File: src/multiply_shift_hash_collision_test_unit_defines.svh
// Assertion macros for the multiply-shift hash collision test unit.
`ifndef MULTIPLY_SHIFT_HASH_COLLISION_TEST_UNIT_DEFINES_SVH
`define MULTIPLY_SHIFT_HASH_COLLISION_TEST_UNIT_DEFINES_SVH

`ifndef ASSERT_OFF
`define MSHCT_ASSERT(lbl, clk, rst, prop) \
   lbl: assert property (@(posedge clk) disable iff (rst) prop) \
      else $error("mshct assertion failed");
`define MSHCT_ASSERT_ALWAYS(lbl, clk, prop) \
   lbl: assert property (@(posedge clk) prop) \
      else $error("mshct assertion failed");
`else
`define MSHCT_ASSERT(lbl, clk, rst, prop)
`define MSHCT_ASSERT_ALWAYS(lbl, clk, prop)
`endif

`endif

File: src/mshct_pkg.sv
// Shared types and constants of the multiply-shift hash collision test unit.
package mshct_pkg;

   localparam int DEF_MAX_INDEX_BITS = 12;
   localparam int WORD_W             = 64;
   localparam int HALF_W             = WORD_W / 2;
   localparam int IDXCFG_W           = 4;
   localparam int COLL_W             = 16;
   localparam int FILL_W             = 13;
   localparam int CSR_IDX_W          = 1;

   localparam logic [CSR_IDX_W-1:0] CSR_MULTIPLIER = 1'd0;
   localparam logic [CSR_IDX_W-1:0] CSR_INDEX_BITS = 1'd1;

   localparam logic [IDXCFG_W-1:0] INDEX_BITS_RST = 4'd12;

   typedef struct packed {
      logic [WORD_W-1:0] board_word;
      logic              last_board;
      logic              restart_search;
   } req_type;

   typedef struct packed {
      logic [COLL_W-1:0] collision_count;
      logic [FILL_W-1:0] fill_total;
      logic              new_best;
      logic [WORD_W-1:0] best_multiplier;
      logic [COLL_W-1:0] best_collisions;
      logic [FILL_W-1:0] best_filled;
      logic              perfect_found;
   } rsp_type;

   typedef enum logic [2:0] {
      ST_IDLE,
      ST_MUL,
      ST_SUM,
      ST_UPDATE,
      ST_REPORT,
      ST_CLEAR
   } state_type;

   typedef struct packed {
      logic restart;
      logic update;
      logic collision;
      logic fill;
      logic report;
   } track_ctl_type;

endpackage

File: src/mshct_hash.sv
// Two-stage multiply-shift hash: partial products, then high-word sum and index shift.
module mshct_hash #(
   parameter int MAX_INDEX_BITS = mshct_pkg::DEF_MAX_INDEX_BITS
) (
   input  logic                                         clock,
   input  logic [mshct_pkg::WORD_W-1:0]                 board,
   input  logic [mshct_pkg::WORD_W-1:0]                 multiplier,
   input  logic [$clog2(MAX_INDEX_BITS+1)-1:0]          eff_bits,
   output logic [MAX_INDEX_BITS-1:0]                    index
);
   import mshct_pkg::*;

   localparam int BITS_W = $clog2(MAX_INDEX_BITS + 1);

   logic [WORD_W-1:0] p_ll_ff;
   logic [HALF_W-1:0] p_lh_ff;
   logic [HALF_W-1:0] p_hl_ff;
   logic [HALF_W-1:0] high_word;
   logic [MAX_INDEX_BITS-1:0] top_bits;
   logic [BITS_W-1:0] shift_amt;

   always_ff @(posedge clock) begin
      p_ll_ff <= board[HALF_W-1:0] * multiplier[HALF_W-1:0];
      p_lh_ff <= HALF_W'(board[HALF_W-1:0] * multiplier[WORD_W-1:HALF_W]);
      p_hl_ff <= HALF_W'(board[WORD_W-1:HALF_W] * multiplier[HALF_W-1:0]);
   end

   always_comb begin
      high_word = p_ll_ff[WORD_W-1:HALF_W] + p_lh_ff + p_hl_ff;
      top_bits  = high_word[HALF_W-1 -: MAX_INDEX_BITS];
      shift_amt = BITS_W'(MAX_INDEX_BITS) - eff_bits;
      index     = top_bits >> shift_amt;
   end

endmodule

File: config.mk
export PLATFORM = sky130hd
export DESIGN_NAME = mshct_hash
export DESIGN_NICKNAME = d
export VERILOG_FILES = /design/src/multiply_shift_hash_collision_test_unit_defines.svh /design/src/mshct_pkg.sv /design/src/mshct_hash.sv
export SDC_FILE = /design/constraint.sdc
export NUM_CORES = 2
export LEC_CHECK = 0
export BUFFER_PORTS_ARGS = -buffer_cell sky130_fd_sc_hd__buf_2
export CAP_MARGIN = 10
export CORE_UTILIZATION = 60
export CTS_BUF_LIST = sky130_fd_sc_hd__clkbuf_2
export DETAILED_ROUTE_END_ITERATION = 10
export PLACE_DENSITY = 0.8
export SLEW_MARGIN = 30
export SYNTH_ARGS = -nofsm -noshare
export SYNTH_HDL_FRONTEND = slang
export SYNTH_SLANG_ARGS = --single-unit
File: constraint.sdc
create_clock -name clock -period 20.7 [get_ports clock]
set_input_delay 1.035 -clock clock [delete_from_list [all_inputs] [get_ports clock]]
set_output_delay 1.035 -clock clock [all_outputs]
set_load 0.005 [all_outputs]
==> results.json <==
{
  "synth_cell_type_count": 79,
  "layout-drive-gt1-share_pct": 3.375,
  "hpwlAfterDp_mm": 142.3,
  "overflow": 0,
  "path_clk_slew_ns": 0.29,
  "synth_sequential_area_ratio_pct": 2.816,
  "core_area_um2": 112700,
  "place.gp.congestion": 0.9558,
  "die_x_um": 339.2,
  "drv_cap": 0,
  "rsz0062_at_grt": "false",
  "cts_resized": 0,
  "crit_type": "input port to flop",
  "vias_per_cell": 5.711,
  "synth_nets": 9997,
  "dieArea_um2": 115100,
  "routed_wl_mm": 187.1,
  "root_buffer": "clkbuf_2",
  "synth_area_per_cell_um2": 8.996,
  "port_buffers": 144,
  "cts_inserted_buffers": 9,
  "antenna_left": 0,
  "grt_pass1_vias": 56270,
  "worstMarginPinSlew_ns": 1.066,
  "areaGrowthSynthToFinish_pct": 2.356,
  "critPathLaunchType": "input port",
  "hold_class": "input port to flop",
  "first_pass_iters": 6,
  "grt_first_pass_wirelength_mm": 303.6,
  "post_cts.repair.setup_buffers": 0,
  "cts_sinks": 96,
  "relSlewSlack_pct": 28.95,
  "ys_ff_latch": 96,
  "fin_nets": 9783,
  "io_pins": 145,
  "finalSetupViolations": 0,
  "min_period_ns": 8.516,
  "crit_fanout": 34,
  "ys.flop_type": "dfxtp_1",
  "syn_area_um2": 68240,
  "clockBufferDepth": 2,
  "crit_path_end": "p_ll_ff[62]$_DFF_P_",
  "detail_route.iter0.violations": 3902,
  "fin_tns_setup_ns": 0,
  "vias": 50770,
  "wire_per_inst_um": 21.04,
  "required_ns": 21.35,
  "dp_cells": 8860,
  "critPathCaptureType": "flop",
  "synth_edf_count": 0,
  "start_util_pct": 60.58,
  "synthArstFlopShare_pct": 0,
  "drv_slew": 0,
  "fp.dieH_um": 339.2,
  "h-tree-depth": 3,
  "row_count": 123,
  "final_cell_mix": "1868 x inv_1, 1741 x fa_1, 1116 x nand2_1",
  "grt_max_degree": 64,
  "drc": 0,
  "final_cells": 8890,
  "fin_hold_ws_ns": 0.9987,
  "grt_use_total_pct": 33.97,
  "run_status": "completed",
  "crit_arrival_ns": 9.16,
  "antenna_found_initial": 15,
  "fin_crit_sh_pct": 41.14,
  "cts_tree": "done",
  "finalHoldViolCount": 0,
  "ys_warn_count": 0,
  "cts_hold_buf": 0,
  "clock.fmax_ghz": 0.1174,
  "final_common_cell": "inv_1",
  "worstSetupStartpoint": "multiplier[7]",
  "synth_cells": 7586
}
==> kinds of logic after synthesis <==
logic type               synth area share [%]
AND/OR/NAND/NOR                         16.84
buffers and inverters                   12.67
adder cells (fa/ha/maj)                 60.92
AO/OA/AOI/OAI                           3.748
XOR/XNOR                                2.811
flip-flops                              2.816
multiplexers                           0.1980
==> critical path: stages <==
cell	delay, ns
buf_2	0.43
buf_4	0.52
and2_1	0.23
fa_1	0.43
fa_1	0.49
fa_1	0.53
inv_1	0.05
fa_1	0.48
inv_1	0.05
fa_1	0.48
fa_1	0.56
fa_1	0.43
fa_1	0.44
ha_1	0.35
a21o_1	0.20
a21oi_2	0.17
o211ai_1	0.10
o21a_1	0.24
o32ai_1	0.77
nor2_1	0.27
o211ai_1	0.29
nand3b_1	0.17
a21oi_1	0.22
xnor2_1	0.14
==> cells in the mapped netlist, types with 6 or more instances <==
library cell  count  area share (%)
nand2b_1          6           0.055
nand3_1          23            0.17
o31ai_1          11            0.12
dfxtp_1          96             2.8
and3_1           11            0.10
nand4_1          18            0.17
o21ai_1           9           0.066
a21o_1           57            0.63
ha_1            537             9.8
o21a_1           23            0.25
nor2b_1           8           0.073
xor2_1           52            0.67
nor2_1           71            0.39
and2_1         1006             9.2
a211oi_1         19            0.21
xnor2_1         167             2.1
a21oi_1          95            0.70
a31oi_1          10           0.092
mux2i_1           9            0.13
nor3_1           26            0.19
o211ai_1          8           0.088
o21ai_0          54            0.40
or3_1             7           0.064
nand2_1        1116             6.1
a211o_1           6           0.077
o21bai_1         12            0.13
inv_1          1868              10
clkbuf_1        414             2.3
fa_1           1741              51
==> stage by stage <==
step / area (um^2) / util [%] / setup WS, ns
2_1_floorplan: 68240 / - / 12.77
3_3_place_gp: 69640 / 61.81 / 11.69
3_5_place_dp: 69640 / 61.81 / 11.51
4_1_cts: 69790 / 61.96 / 12.33
5_1_grt: 69830 / 61.99 / 11.86
6_report: 69850 / 62.00 / 12.18
==> per-layer routing <==
layer	vias up	wire, um	global-route usage [%]
met5	-	27	0
met3	755	18990	7.056
li1	21290	-	-
met4	4	11820	17.59
met2	2694	90110	56.61
met1	26030	66130	41.85
==> worst min path at each step <==
stage	startpoint	to	slack, ns	cells after the start
floorplan	board[32]	p_hl_ff[0]$_DFF_P_	1.16	1
CTS	multiplier[32]	p_lh_ff[0]$_DFF_P_	0.87	2
finish	multiplier[32]	p_lh_ff[0]$_DFF_P_	1.0	2
global route	multiplier[32]	p_lh_ff[0]$_DFF_P_	0.91	2
detailed placement	multiplier[32]	p_lh_ff[0]$_DFF_P_	1.72	2
global placement	multiplier[32]	p_lh_ff[0]$_DFF_P_	1.70	2
==> registers in the layout, summed over array words and instances (netlist names) <==
signal / flops
p_lh_ff: 32
p_hl_ff: 32
p_ll_ff: 32
==> layout make-up <==
type,count,area [um^2]
multi-input combinational,5195,57680
clock inverter,7,113.9
antenna,13,32.53
clock buffer,9,45.04
sequential,96,1922
tap,1500,1877
fill,9280,42800
inverter,1868,7012
timing repair buffer,202,1171
Power is not shown: default switching activity piles up to over one toggle a cycle in this logic, so the estimate is an artifact.
