==> config.mk <==
export PLATFORM = sky130hd
export DESIGN_NAME = mshct_track
export DESIGN_NICKNAME = d
export VERILOG_FILES = /design/src/multiply_shift_hash_collision_test_unit_defines.svh /design/src/mshct_pkg.sv /design/src/mshct_track.sv
export SDC_FILE = /design/constraint.sdc
export NUM_CORES = 1
export LEC_CHECK = 0
export ABC_AREA = 1
export BUFFER_PORTS_ARGS = -buffer_cell sky130_fd_sc_hd__clkbuf_2
export CAP_MARGIN = 25
export CORE_MARGIN = 3
export CORE_UTILIZATION = 52
export CTS_CLUSTER_DIAMETER = 80
export DETAILED_ROUTE_END_ITERATION = 6
export PLACE_DENSITY = 0.84
export SYNTH_ARGS = -nofsm -noshare
export SYNTH_HDL_FRONTEND = slang
export SYNTH_SLANG_ARGS = --single-unit
==> constraint.sdc <==
create_clock -name clock -period 2.15 [get_ports clock]
set_input_delay 0.3225 -clock clock [delete_from_list [all_inputs] [get_ports clock]]
set_output_delay 0.3225 -clock clock [all_outputs]
set_load 0.02 [all_outputs]
==> src/multiply_shift_hash_collision_test_unit_defines.svh <==
// Assertion macros for the multiply-shift hash collision test unit.
`ifndef MULTIPLY_SHIFT_HASH_COLLISION_TEST_UNIT_DEFINES_SVH
`define MULTIPLY_SHIFT_HASH_COLLISION_TEST_UNIT_DEFINES_SVH

`ifndef ASSERT_OFF
`define MSHCT_ASSERT(lbl, clk, rst, prop) \
   lbl: assert property (@(posedge clk) disable iff (rst) prop) \
      else $error("mshct assertion failed");
`define MSHCT_ASSERT_ALWAYS(lbl, clk, prop) \
   lbl: assert property (@(posedge clk) prop) \
      else $error("mshct assertion failed");
`else
`define MSHCT_ASSERT(lbl, clk, rst, prop)
`define MSHCT_ASSERT_ALWAYS(lbl, clk, prop)
`endif

`endif

==> src/mshct_pkg.sv <==
// Shared types and constants of the multiply-shift hash collision test unit.
package mshct_pkg;

   localparam int DEF_MAX_INDEX_BITS = 12;
   localparam int WORD_W             = 64;
   localparam int HALF_W             = WORD_W / 2;
   localparam int IDXCFG_W           = 4;
   localparam int COLL_W             = 16;
   localparam int FILL_W             = 13;
   localparam int CSR_IDX_W          = 1;

   localparam logic [CSR_IDX_W-1:0] CSR_MULTIPLIER = 1'd0;
   localparam logic [CSR_IDX_W-1:0] CSR_INDEX_BITS = 1'd1;

   localparam logic [IDXCFG_W-1:0] INDEX_BITS_RST = 4'd12;

   typedef struct packed {
      logic [WORD_W-1:0] board_word;
      logic              last_board;
      logic              restart_search;
   } req_type;

   typedef struct packed {
      logic [COLL_W-1:0] collision_count;
      logic [FILL_W-1:0] fill_total;
      logic              new_best;
      logic [WORD_W-1:0] best_multiplier;
      logic [COLL_W-1:0] best_collisions;
      logic [FILL_W-1:0] best_filled;
      logic              perfect_found;
   } rsp_type;

   typedef enum logic [2:0] {
      ST_IDLE,
      ST_MUL,
      ST_SUM,
      ST_UPDATE,
      ST_REPORT,
      ST_CLEAR
   } state_type;

   typedef struct packed {
      logic restart;
      logic update;
      logic collision;
      logic fill;
      logic report;
   } track_ctl_type;

endpackage

==> src/mshct_track.sv <==
// Trial counters, best-so-far tracking and the result register.
module mshct_track (
   input  logic                             clock,
   input  logic                             reset,
   input  mshct_pkg::track_ctl_type         ctl,
   input  logic [mshct_pkg::WORD_W-1:0]     multiplier,
   output logic                             rsp_valid,
   output mshct_pkg::rsp_type               rsp_item
);
   import mshct_pkg::*;

   logic [COLL_W-1:0] trial_coll_ff;
   logic [FILL_W-1:0] trial_fill_ff;
   logic [WORD_W-1:0] best_word_ff;
   logic [COLL_W-1:0] best_coll_ff;
   logic [FILL_W-1:0] best_fill_ff;
   logic              rsp_valid_ff;
   rsp_type           rsp_ff;

   logic              better;
   logic [WORD_W-1:0] best_word_in;
   logic [COLL_W-1:0] best_coll_in;
   logic [FILL_W-1:0] best_fill_in;
   rsp_type           rsp_in;

   always_comb begin
      better = (trial_coll_ff < best_coll_ff) ||
               ((trial_coll_ff == best_coll_ff) && (trial_fill_ff > best_fill_ff));
      best_word_in = better ? multiplier    : best_word_ff;
      best_coll_in = better ? trial_coll_ff : best_coll_ff;
      best_fill_in = better ? trial_fill_ff : best_fill_ff;
      rsp_in.collision_count = trial_coll_ff;
      rsp_in.fill_total      = trial_fill_ff;
      rsp_in.new_best        = better;
      rsp_in.best_multiplier = best_word_in;
      rsp_in.best_collisions = best_coll_in;
      rsp_in.best_filled     = best_fill_in;
      rsp_in.perfect_found   = (best_coll_in == '0);
   end

   always_ff @(posedge clock) begin
      if (reset) begin
         trial_coll_ff <= '0;
         trial_fill_ff <= '0;
         best_word_ff  <= '0;
         best_coll_ff  <= '1;
         best_fill_ff  <= '0;
         rsp_valid_ff  <= 1'b0;
      end else begin
         rsp_valid_ff <= ctl.report;
         if (ctl.update) begin
            if (ctl.collision && !(&trial_coll_ff)) begin
               trial_coll_ff <= trial_coll_ff + 1'b1;
            end
            if (ctl.fill && !(&trial_fill_ff)) begin
               trial_fill_ff <= trial_fill_ff + 1'b1;
            end
         end
         if (ctl.report) begin
            trial_coll_ff <= '0;
            trial_fill_ff <= '0;
            best_word_ff  <= best_word_in;
            best_coll_ff  <= best_coll_in;
            best_fill_ff  <= best_fill_in;
         end
         if (ctl.restart) begin
            best_word_ff <= '0;
            best_coll_ff <= '1;
            best_fill_ff <= '0;
         end
      end
   end

   always_ff @(posedge clock) begin
      if (ctl.report) begin
         rsp_ff <= rsp_in;
      end
   end

   assign rsp_valid = rsp_valid_ff;
   assign rsp_item  = rsp_ff;

endmodule

==> results of run 1 <==
-- power groups by stage --
stage,Clock [mW],Combinational [mW],Sequential [mW]
4_1_cts,4.05,0.863,5.20
5_1_grt,4.27,0.990,5.21
6_report,3.98,0.907,5.20
3_5_place_dp,0,0.830,5.29
2_1_floorplan,0,0.355,5.43
3_3_place_gp,0,0.805,5.29
-- cells by family after synthesis --
family,count (synthesis)
flip-flops,247
AND/OR/NAND/NOR,273
buffers and inverters,294
adder cells (fa/ha/maj),31
XOR/XNOR,3
AO/OA/AOI/OAI,322
-- worst max-delay path: stages, from the launching register on --
cell     delay, ns
dfxtp_1       0.33
inv_1         0.06
ha_1          0.31
nand2_1       0.08
nand2_1       0.05
nand2_1       0.05
nand2_1       0.07
nand2_1       0.07
nand2_1       0.08
nand2_1       0.14
nand2_4       0.14
buf_4         0.17
nand2_4       0.09
nand2_1       0.06
nand2_1       0.10
nand2_1       0.08
nor2_1        0.17
nand2_1       0.10
nor2_2        0.13
-- sequential cells by signal, indices dropped and copies added, names as in the netlist --
register       cells
trial_fill_ff     13
rsp_valid          1
rsp_item         124
best_coll_ff      16
trial_coll_ff     16
best_fill_ff      13
best_word_ff      64
-- layout by cell type (no fill, tap or decap), types with 2 or more instances in the layout --
cell,instances
nor2_4,4
nor3_2,2
o21ai_2,77
o21ai_4,2
nand2_2,31
clkbuf_2,194
clkbuf_1,10
inv_4,3
a21oi_1,124
nand3_2,3
buf_12,8
nand2_1,146
nor4_1,3
buf_4,59
nor2_2,3
o21a_1,3
o21ai_0,32
nand2_8,3
dfxtp_2,15
ha_4,19
inv_2,20
nor3_1,11
clkinv_2,3
nand4_1,6
xor2_1,3
buf_6,5
edfxtp_1,124
ha_1,12
buf_16,6
clkbuf_8,5
nor3b_1,2
nand2_4,14
clkbuf_16,29
nand3_1,23
o21ai_1,77
dfxtp_1,108
inv_1,218
nor2_1,22
-- final timing paths --
path                                       from         endpoint  slack [ns]  cells after the start
worst max register to register  best_coll_ff[1]      rsp_item[0]       -0.29                     18
worst max-delay path            best_coll_ff[1]      rsp_item[0]       -0.29                     18
worst min register to register  best_coll_ff[4]  best_coll_ff[4]        0.47                      2
worst min-delay path                      reset        rsp_valid        0.09                      2
-- through the flow --
stage,setup TNS (ns),total power [mW]
6_report,-22.25,10.1
5_1_grt,-40.89,10.5
4_1_cts,-0.0873,10.1
3_5_place_dp,-4.98,6.12
3_3_place_gp,-2.50,6.09
2_1_floorplan,0,5.78
-- timing repair --
item | CTS | global route
setup buffers | 8 | 9
cloned | 7 | 5
pin swaps | 32 | 38
gates resized for setup | 67 | 75
hold buffers | 0 | 0
hold endpoints to repair | 0 | 0
endpoints found under the setup margin | 155 | 203
-- layer usage --
metal,wire (um),part of all wire,up-vias,global-route usage
met5,0,0,-,0
met4,933,0.032,0,0.0671
met3,2120,0.073,80,0.0311
met2,14500,0.50,437,0.401
met1,11600,0.40,4290,0.299
li1,-,-,4354,-
-- final cells by class --
cell class              instances  area (um2)  share of cell area
clock buffers                  39         707              0.0499
repair buffers                278        1940               0.137
flip-flops and latches        247        6200               0.438
well taps                     270         338              0.0238
inverters                     241         912              0.0644
multi-input cells             632        4040               0.285
clock inverters                 4        31.3             0.00221
==> impl_results.md, run 1 <==
- Run status: finished, violations left
- Failing checks: setup timing
- Mapped Nets: 1272
- Placed Area: about 0.012 mm2
- Worst slack, placed: -0.0821 ns
- Endpoint class of the critical path: flip-flop
- DR DRC count: 0
- Worst-case clock buffer depth: 3
- Slew Viols, Final: 0
- Switching power: 2.41 mW
- Register area share after synthesis: 0.567
- Number of global-route vias before repair: 8466
- Clock power frac: 0.395
- Critical path type: flip-flop to flip-flop
- Top cells by count, synth: inv_1, nand2_1, a21oi_1
- Setup violators final: roughly 170
- Synthesis-to-finish area growth: 29.8%
- Sw Ratio: 0.239
- Synth Area in XOR/XNOR: 0.00241
- Synth Area in Simple Gates: 0.107
- Cell Count, Final, Fillers Out: 1711
- Max Clock Freq: 410 MHz
- Clk slew on worst S/H paths: approximately 0.06 ns
- RePlAce Congestion: around 0.89
- IO Pins: roughly 200
- Final hold slack: 0.0892 ns
- Critical path peak fanout: 6
- Syn Area/Cell: 9.33 um2
- # rows: 52
- Main synth FF type: edfxtp_1
- Drt initial violations: 717
- Final core utilization: 0.693
- Worst slew margin relative to its limit: 0.635
- Nature of the critical path startpoint: flip-flop
- CTS root buf: clkbuf_16
- Synth top area cells: edfxtp_1, dfxtp_1, inv_1
- Hold/Removal Path Class: input pin to flip-flop
- Clock skew: 0.0133 ns
- Core Area: 0.0204 mm2
- Warnings, synthesis: 0
- Via density: 5.35
- Worst skew pair latency: 0.52 ns
- Die ar.: 0.0228 mm2
- Drt total wl: 29.1 mm
- Period utilisation layout: 1.13
- Area leader, netlist: edfxtp_1
- Sequential power share: 0.515
- Chip height: 151 um
- Max-cap viol count: 0
- Mux share of post-synthesis cell area: 0
- Pin count of the biggest net entering global routing: 120
- Post-Synth Adder-Cell Area: 0.0355
- Final instance area: 0.0142 mm2
- Global Route Usage Sum: 0.230
- EDFF count, synth: 124
- CTS Buf Count: 24
- Total number of vias: 9161
- Port Buf Inserts: about 200
- Clock Sinks: 247
- Initial antenna violation count: 0
- CTS H-tree lvls: 1
- Synth async-reset ratio: 0
- Lkg Pwr: 6.68 nW
- Synth unique cells: 37
- Final net count: 1526
- Critical Path AT: around 2.8 ns
- Flops & latches, synth: 247
- Post-route ant nets: 0
- Starting Density: 0.534
- Area share of the leading cell type in the synthesized netlist: 0.341
- RSZ-0062 raised after global routing: true
- CTS tree: done
- WL/cell: 17.0 um
- Power Dens Cells: around 710 mW/mm2
- Peak VDD IR: 0.000539 V
- Post-synthesis cell count: 1170
- Fin. Hold Viols: 0
- Comb pwr share: 0.090
- Ant. Diodes: 0
- Congestion Overflow GR: 0
- Internal power: between 7 and 8 mW
- Count leader, synth: inv_1
- Ratio of cells with drive above 1 in the final layout: 0.354
- Critical path data required time: between 2 and 3 ns
- DR pass1 iterations: 5
- Syn Std Cell Area: ~0.011 mm2
- Final Critical Period: 2.44 ns
- Fill count: 1406
- First-pass GRT wire length: 42.0 mm
- Synth Area in Compound Gates: 0.176
- Placed cell count: 1644
- Largest family of logic cells by synthesized area: compound AO/OA/AOI/OAI gates
- Post-DP HPWL: ~17 mm
- Worst Tran Pin Value: 0.548 ns
- Final setup margin: -0.287 ns
- Die Span X: 151 um
Note: power is estimated with default switching activity, not from simulation.
==> run 2: changes to the inputs <==
CAP_MARGIN = 20   (was 25)
clock period = 2.8 ns   (was 2.15 ns; I/O delays follow)
==> run 2 against run 1 <==
Global-route usage down 2.0 points; critical path depth down 4; routed wire length down 16%; the run now ends clean; worst setup slack better by 0.52 ns; clock power down 13%; sequential power down 23%; register-to-register slack better by 0.52 ns; cell count down 3.8%; die area unchanged.
==> impl_results.md, run 2 (same netlist as run 1, synthesis figures left out) <==
- Global Route Usage Sum: 0.209
- Hold_buf cts: 0
- Final hold slack: approximately 0.15 ns
- Worst slew margin relative to its limit: 0.398
- Clk slew on worst S/H paths: 0.07 ns
- DR pass1 iterations: 5
- Crit path to: best_word_ff[46]
- Clock Sinks: 247
- Max Clock Freq: 389 MHz
- CTS Buf Count: 25
- Critical path data required time: between 3 and 4 ns
- Lkg Pwr: 6.30 nW
- Placed cell count: about 1600
- Overall Power: ~8.1 mW
- FF-to-FF End: best_word_ff[46]
- Total number of vias: 8373
- Die ar.: 0.0228 mm2
- Post-route ant nets: 0
- DR DRC count: 0
- Pin count of the biggest net entering global routing: 70
- Final Critical Period: around 2.6 ns
- First-pass GRT wire length: 39.1 mm
- Placed Area: 0.0121 mm2
- Post-CTS Setup Inserts: 0
- Clock power frac: 0.430
- IO Pins: approximately 200
- # rows: 52
- WL/cell: 14.8 um
- Worst Tran Pin Value: roughly 0.9 ns
- RePlAce Congestion: 0.886
- Congestion Overflow GR: 0
- CTS H-tree lvls: 1
- Ratio of cells with drive above 1 in the final layout: 0.254
- Critical Path AT: around 3.0 ns
- Hold/Removal Path Class: input pin to flip-flop
- Core Area: slightly above 0.02 mm2
- Sw Ratio: 0.230
- Post-DP HPWL: 16.6 mm
- Drt total wl: 24.4 mm
- Fin. Hold Viols: 0
- Most common cell after layout, fill and taps aside: inv_1
- Largest register FFs: 124
- Comb pwr share: 0.077
- Worst-case clock buffer depth: 3
- Critical path startpoint: best_fill_ff[12]
- Clock skew: ~0.013 ns
- RSZ-0062 raised after global routing: false
- Fill count: 1663
- Number of global-route vias before repair: 8121
- Run status: finished, final reports clean
- Period utilisation layout: 0.917
- Cell Count, Final, Fillers Out: ~1600
- CTS tree: done
- Final setup TNS: 0 ns
- Via density: 5.09
- Endpoint class of the critical path: flip-flop
- Cts repair resizes: 0
- Sequential power share: 0.493
- CTS root buf: clkbuf_16
- Final instance area: 0.0130 mm2
- Critical path type: flip-flop to flip-flop
- Internal power: 6.24 mW
- Setup violators final: 0
- Power Dens Cells: 624 mW/mm2
- Drt initial violations: 472
- Reg2reg setup slack: 0.23 ns
- Slew Viols, Final: 0
- Most frequent cells in the layout: inv_1, clkbuf_2, nand2_1, a21oi_1, edfxtp_1
- Reg2reg path depth: 14
- Nature of the critical path startpoint: flip-flop
- Die Span X: 151 um
- Final net count: 1458
- Worst R2R Start: best_fill_ff[12]
- Port Buf Inserts: 195
- Worst skew pair latency: ~0.52 ns
- Switching power: 1.86 mW
- Chip height: 151 um
- Peak VDD IR: 0.000383 V
- Critical path peak fanout: 28
- Max-cap viol count: 0
- Initial antenna violation count: 2
- Synthesis-to-finish area growth: 18.9%
- Starting Density: 0.534
==> run 2: critical path, stage by stage, from the launching register on <==
cell and delay (ns):
dfxtp_1 0.33, inv_1 0.08, ha_1 0.30, nand2_1 0.07, nor2_1 0.15, nand3_1 0.11
nor2_1 0.26, nor2_2 0.09, nand2_4 0.20, nand2_8 0.17, buf_4 0.31, nand2_1 0.12
o21ai_2 0.07, o21ai_1 0.15, inv_1 0.05
==> run 2: per-stage QoR <==
stage | utilization | setup slack, ns
finish | 0.635 | 0.232
global route | 0.635 | 0.000935
CTS | 0.635 | 0.267
detailed placement | 0.593 | 0.322
global placement | 0.593 | 0.391
floorplan | - | 0.814
==> run 2: power by group through the flow <==
stage	sequential (mW)	combinational, mW	clock (mW)
6_report	3.99	0.621	3.48
5_1_grt	4.00	0.689	3.70
2_1_floorplan	4.17	0.272	0
3_5_place_dp	4.07	0.621	0
3_3_place_gp	4.06	0.603	0
4_1_cts	3.99	0.626	3.56
==> run 2: worst min-delay path by stage <==
stage	startpoint	slack [ns]	depth (start not counted)	to
final	reset	0.15	2	rsp_valid
after global routing	reset	0.14	2	rsp_valid
after CTS	reset	0.14	2	rsp_valid
after detailed placement	best_coll_ff[12]	0.46	2	best_coll_ff[12]
after global placement	best_coll_ff[12]	0.45	2	best_coll_ff[12]
after floorplan	best_coll_ff[10]	0.44	2	best_coll_ff[10]
==> run 2: area by class of cell <==
type                       count  area, um2  share of cell area
sequential                   247       6190               0.477
multi-input combinational    629       3510               0.270
timing repair buffer         212       1170              0.0901
inverter                     241        907              0.0699
clock buffer                  31        679              0.0524
tap                          270        338              0.0260
clock inverter                15        184              0.0142
antenna                        1       2.50            0.000193
==> run 2: routing by layer <==
metal,part of all wire,track usage,wire length (um),vias to the layer above
met5,0.00053,0,13,-
met4,0.027,0.0712,652,2
met3,0.065,0.0347,1590,51
met2,0.48,0.359,11800,268
met1,0.42,0.270,10300,3852
li1,-,-,-,4200
